==> config.mk <==
export PLATFORM = sky130hd
export DESIGN_NAME = swnm_cell
export DESIGN_NICKNAME = d
export VERILOG_FILES = /design/src/hw/rtl/swnm_pkg.sv /design/src/hw/rtl/swnm_cell.sv
export SDC_FILE = /design/constraint.sdc
export NUM_CORES = 1
export LEC_CHECK = 0
export BUFFER_PORTS_ARGS = -buffer_cell sky130_fd_sc_hd__buf_2
export CELL_PAD_IN_SITES_DETAIL_PLACEMENT = 0
export CELL_PAD_IN_SITES_GLOBAL_PLACEMENT = 1
export CORE_MARGIN = 2
export CORE_UTILIZATION = 35
export DETAILED_ROUTE_END_ITERATION = 6
export GPL_TIMING_DRIVEN = 0
export PLACE_DENSITY_LB_ADDON = 0.1
export SYNTH_ARGS = -nofsm -noshare
export SYNTH_HDL_FRONTEND = slang
export SYNTH_SLANG_ARGS = --single-unit
==> constraint.sdc <==
create_clock -name clk -period 2.4 [get_ports clk]
set_clock_uncertainty 0.15 [all_clocks]
set_input_delay 0.48 -clock clk [delete_from_list [all_inputs] [get_ports clk]]
set_output_delay 0.48 -clock clk [all_outputs]
set_load 0.005 [all_outputs]
==> src/hw/rtl/swnm_pkg.sv <==
// Shared types and constants of the wildcard name matcher.
// Used by the interfaces, the cell, the top level and the checker.
package swnm_pkg;

    localparam int MAX_PATTERN = 32;
    localparam logic [7:0] STAR_BYTE = 8'h2A;

    typedef enum logic [1:0] {
        KIND_CLEAR  = 2'd0,
        KIND_APPEND = 2'd1,
        KIND_NAME   = 2'd2,
        KIND_END    = 2'd3
    } kind_t;

    // Broadcast to every cell in the chain.
    typedef struct packed {
        logic       en;
        kind_t      kind;
        logic [7:0] char_value;
    } cmd_t;

    // Passed from one cell to its right-hand neighbour.
    typedef struct packed {
        logic valid;    // this position holds a pattern byte
        logic shift;    // position advances on a literal match
        logic closure;  // active star enables the following position
    } link_t;

endpackage

==> src/hw/rtl/swnm_cell.sv <==
// One pattern position of the matcher: its byte, its occupancy and its active bit.
// Depends on swnm_pkg; instantiated in a row by the top level.
module swnm_cell import swnm_pkg::*;
(
    input  logic  clk,
    input  logic  rst_n,
    input  cmd_t  cmd,
    input  logic  a_force,
    input  link_t left,
    output link_t right,
    output logic  tail
);

    logic       valid_reg;
    logic       valid_next;
    logic       act_reg;
    logic       act_next;
    logic [7:0] byte_reg;
    logic [7:0] byte_next;
    logic       act;
    logic       write;
    logic       is_name;
    logic       star_cur;
    logic       pre;

    assign act      = act_reg | a_force;
    assign is_name  = (cmd.kind == KIND_NAME);
    assign write    = (cmd.kind == KIND_APPEND) && left.valid && !valid_reg;
    assign star_cur = (byte_reg == STAR_BYTE);

    always_comb
    begin
        unique case (cmd.kind)
            KIND_CLEAR:  valid_next = 1'b0;
            KIND_APPEND: valid_next = valid_reg | left.valid;
            default:     valid_next = valid_reg;
        endcase
    end

    assign byte_next = write ? cmd.char_value : byte_reg;

    // On a name byte an active star stays active; otherwise the position set is
    // rebuilt from the seed that enters at the left end of the row.
    assign pre      = left.shift | (is_name & act & valid_reg & star_cur);
    assign act_next = pre | left.closure;

    assign right.valid   = valid_reg;
    assign right.shift   = is_name & act & valid_reg & !star_cur
                           & (byte_reg == cmd.char_value);
    assign right.closure = act_next & valid_next & (byte_next == STAR_BYTE);

    // Positions at or beyond the pattern length; only the one at the length can be set.
    assign tail = act & !valid_reg;

    always_ff @(posedge clk or negedge rst_n)
    begin
        if (!rst_n)
        begin
            valid_reg <= 1'b0;
            act_reg   <= 1'b0;
        end
        else if (cmd.en)
        begin
            valid_reg <= valid_next;
            act_reg   <= act_next;
        end
    end

    always_ff @(posedge clk)
    begin
        if (cmd.en && write)
        begin
            byte_reg <= byte_next;
        end
    end

endmodule

# == After elaboration in Yosys (flattened, before gate mapping) ==
# Index checks and enable logic that the tools add are counted.
# totals
reg_bits,10
elab_cells,28
# op_classes
mux,2
n_eq_ne,5
n_bitwise,12
n_reduce_logical,6
# op_table
cell,n
$eq A8 B6 Y1 const B,2
$and A1 B1 Y1,8
$eq A8 B8 Y1,1
$mux W8,1
$or A1 B1 Y1,4
$logic_and A1 B1 Y1,3
$eq A2 B1 Y1 const B,1
$eq A2 B2 Y1 const B,1
$logic_not A1 Y1,2
$logic_not A2 Y1,1
$pmux W1 S2,1

# == Logic depth before layout (Yosys ltp) ==
# depth
depth_word,8
depth_mapped,5
depth_no_buf,4

# == Worst setup path before layout ==
# No wires, ideal clock.
# synth_path
path_type,register to output
from,register byte_reg[4]
to,output port right[1] (netlist bit)
path_stages_with_launch,5
arrival_time_ns,1.443
required_ns,1.770
path_slack_ns,0.327
cell_sequence,edfxtp_1 or4_4 nor3_4 nor2_1 o2111a_1
# synth_rtl
item,line_no,source
from (decl),swnm_cell.sv:18,logic [7:0] byte_reg;
from (signal assigned),swnm_cell.sv:73,byte_reg <= byte_next;
to (decl),swnm_cell.sv:10,"output link_t right,"

==> summary.md <==
| Metric | Value |
|---|---|
| Tmin final | 2.46 ns |
| Clock buffer depth | 2 |
| Number of distinct library cells after synthesis | 22 |
| Max IR drop VDD | 325 µV |
| Placed Area | 764 µm² |
| Routed len/inst | between 10 and 15 µm |
| Initial DRC count | 9 |
| Hold Crit Start | cmd[10] |
| DP Worst Slack | 0.0498 ns |
| Met3 Usage GRT | 3.53% |
| Final Cycle Share | 103% |
| Hold-critical path depth | 2 |
| RR Endpoint | byte_reg[6]$_DFFE_PP_ |
| Worst Path Buf+Inv | 1 |
| Final instance area | 908 µm² |
| Initial antenna violation count | 0 |
| Post-Syn Area | 633 µm² |
| Syn-to-layout area delta | 43.5% |
| Ant. Diodes | 0 |
| Routed wire length | 1.44 mm |
| Failing checks | setup timing |
| Initial Utilization | a little under two fifths |
| Setup CP Type | flop to output pin |
| NumNets Final | 111 |
| Fmax | 407 MHz |
| GRT Max-Usage Layer | met2 |
| Port Buf Inserts | 20 |
| Unrepaired setup endpoints after global routing | yes |
| Synthesized flop and latch total | 10 |
| Fin worst setup slack | -0.0600 ns |
| Crit path cell chain | or4_4 > nor3_4 > nor2_1 > o2111a_1 > buf_2 |
| Final hold violation count | 0 |
| Mapped Nets | 74 |
| Status | finished with violations |
| CP Max Fanout | 3 |
| DIE WIDTH | approximately 47 µm |
| Reg-to-reg startpoint | valid_reg$_DFFE_PN0P_ |
| Largest stage delay on the critical path | 0.56 ns |
| Grt ovf | 0 |
| Delay-heaviest family, CP | simple AND/OR/NAND/NOR gates |
| Vias in the first global route | roughly 540 |
| Clk root buf | clkbuf_4 |
| GPL Wtd Cong | approximately 0.7 |
| Finished Layout Cells | 118 |
| Grt met1 use | 19.0% |
| GR Util All Layers | 16.6% |
| First-pass GRT wire length | ~2.4 mm |
| Max reg flops | 8 |
| Syn Inst Count | 57 |
| CTS Buf Count | 3 |
| Max Transition Viols Final | 0 |
| Ys Warns | 0 |
| DRT Pass-1 Iters | 3 |
| GRT met2 Usage | 26.1% |
| Cell count after placement | 102 |
| Worst endpoint required time | 1.77 ns |
| DRC violations left | 0 |
| Die Y | 46.5 µm |
| CP max-delay cell | or4_4 |
| Via/cell ratio | approximately 4.9 |
| Power Density | 476 nW/µm² |
| Sequential fraction of the synthesis area | 45.8% |
| Clk sinks | 10 |
| Setup-failing EPs final | 2 |
| Max-cap violations | 0 |
| Critical Path AT | ~1.8 ns |
| Largest net degree at the start of global routing | 11 |
| Critical Path Start Type | flop |
| Relative slew slack | 73.6% |
| Vias after detailed routing | 573 |
| Fraction of layout instances using a drive strength above 1 | ~53% |
| Min-Delay Path Class | input pin to flop |
| Core area | 1710 µm² |
| I/O pin count | 21 |
| Die area | 2170 µm² |
| Worst skew pair latency | 0.28 ns |
| Post-layout util | between 50% and 60% |
| Pleak | 0.400 nW |
| Least-Margin Pin Slew | 0.396 ns |
| Synth Area per Inst | around 11 µm² |
| CP Capture Type | output pin |
| Reg2reg path depth | 3 |
| Clock transition at the registers of the reported paths | 0.07 ns |
| H-tree Lvls | 1 |
| FP Rows | 15 |
| WHS Endpoint | act_reg$_DFFE_PN0P_ |
| Flop-to-flop setup slack | 0.54 ns |
| CTS tree | done |
| ANT nets after route | 0 |
[per-layer routing]
metal  share of wire, %  up-vias
li1                   -      284
met1                 42      269
met2                 48       16
met3                5.7        4
met4                3.8        0
met5                  0        -
[report_power, final]
group          leakage, nW  total [mW]  switching (mW)  internal, mW
sequential          0.0944       0.200         0.00676         0.193
combinational        0.285      0.0725          0.0303        0.0422
clock               0.0210       0.160          0.0673        0.0923
total                0.400       0.432           0.104         0.328
[worst max path at each step]
| stage | depth (start not counted) | from | end |
|---|---|---|---|
| floorplan | 4 | byte_reg[4]$_DFFE_PP_ | right[1] |
| global placement | 7 | cmd[9] | right[0] |
| global route | 6 | valid_reg$_DFFE_PN0P_ | right[0] |
| CTS | 5 | byte_reg[7]$_DFFE_PP_ | right[0] |
| detailed placement | 7 | cmd[9] | right[0] |
| finish | 5 | byte_reg[7]$_DFFE_PP_ | right[1] |
[placed cells by master, fill, tap and decap left out, drive strengths merged]
| master | instances |
|---|---|
| o2111a | 1 |
| clkbuf | 4 |
| buf | 33 |
| or4 | 1 |
| mux2 | 8 |
| edfxtp | 8 |
| dlygate4sd3 | 1 |
| nor4 | 1 |
| nor2 | 6 |
| and2 | 1 |
| a21oi | 3 |
| and4 | 1 |
| inv | 2 |
| a311oi | 1 |
| a31oi | 2 |
| nor4b | 1 |
| o21ai | 1 |
| xor2 | 7 |
| dfrtp | 2 |
| nand2 | 5 |
| nor3 | 3 |
| nor4bb | 1 |
[final cells by class]
type                       count  area (µm²)
buffer                         2        15.0
clock buffer                   4        36.3
fill                         169         800
inverter                       2        7.51
multi-input combinational     43         335
sequential                    10         290
tap                           25        31.3
timing repair buffer          32         193
[synthesized netlist by cell type]
master	instances	area share, %
dfrtp_1	2	7.9
a21oi_1	3	2.4
o21ai_1	1	0.79
o2111a_1	1	1.8
nor3_4	1	2.6
and2_1	1	0.99
nor4bb_1	1	1.6
nor3_1	2	1.6
inv_1	2	1.2
buf_2	1	0.79
a31oi_1	2	2.0
xor2_1	7	9.7
edfxtp_1	8	38
nand2_1	5	3.0
or4_4	1	1.8
nor4b_1	1	1.4
nor2_1	6	3.6
a311oi_1	1	1.4
and4_1	1	1.4
buf_4	1	1.2
nor4_1	1	0.99
mux2_2	8	14
[repair_timing]
item | 4_1_cts | 5_1_grt
setup endpoints to repair | 2 | 2
gates resized for setup | 2 | 1
hold endpoints to repair | 2 | 0
setup buffers | 4 | 7
hold buffers | 1 | 0
pin swaps | 3 | 0
[metrics by stage]
step / setup TNS (ns) / total power [mW] / hold WS [ns]
after floorplan: 0 / 0.234 / 0.0344
after global placement: 0 / 0.264 / 0.115
after detailed placement: 0 / 0.264 / 0.118
after CTS: -0.191 / 0.429 / 0.271
after global routing: -0.376 / 0.455 / 0.292
final: -0.117 / 0.432 / 0.278
[kinds of logic (layout without fill, tap and decap cells)]
| group | after synthesis | after routing | share of synthesized area (%) |
|---|---|---|---|
| xor+xnor | 7 | 7 | 9.68 |
| buf+inv | 4 | 40 | 3.16 |
| simple gates | 20 | 20 | 18.8 |
| mux | 8 | 8 | 14.2 |
| compound gates | 8 | 8 | 8.30 |
| flops | 10 | 10 | 45.9 |
Note: power is estimated with default switching activity, not from simulation.
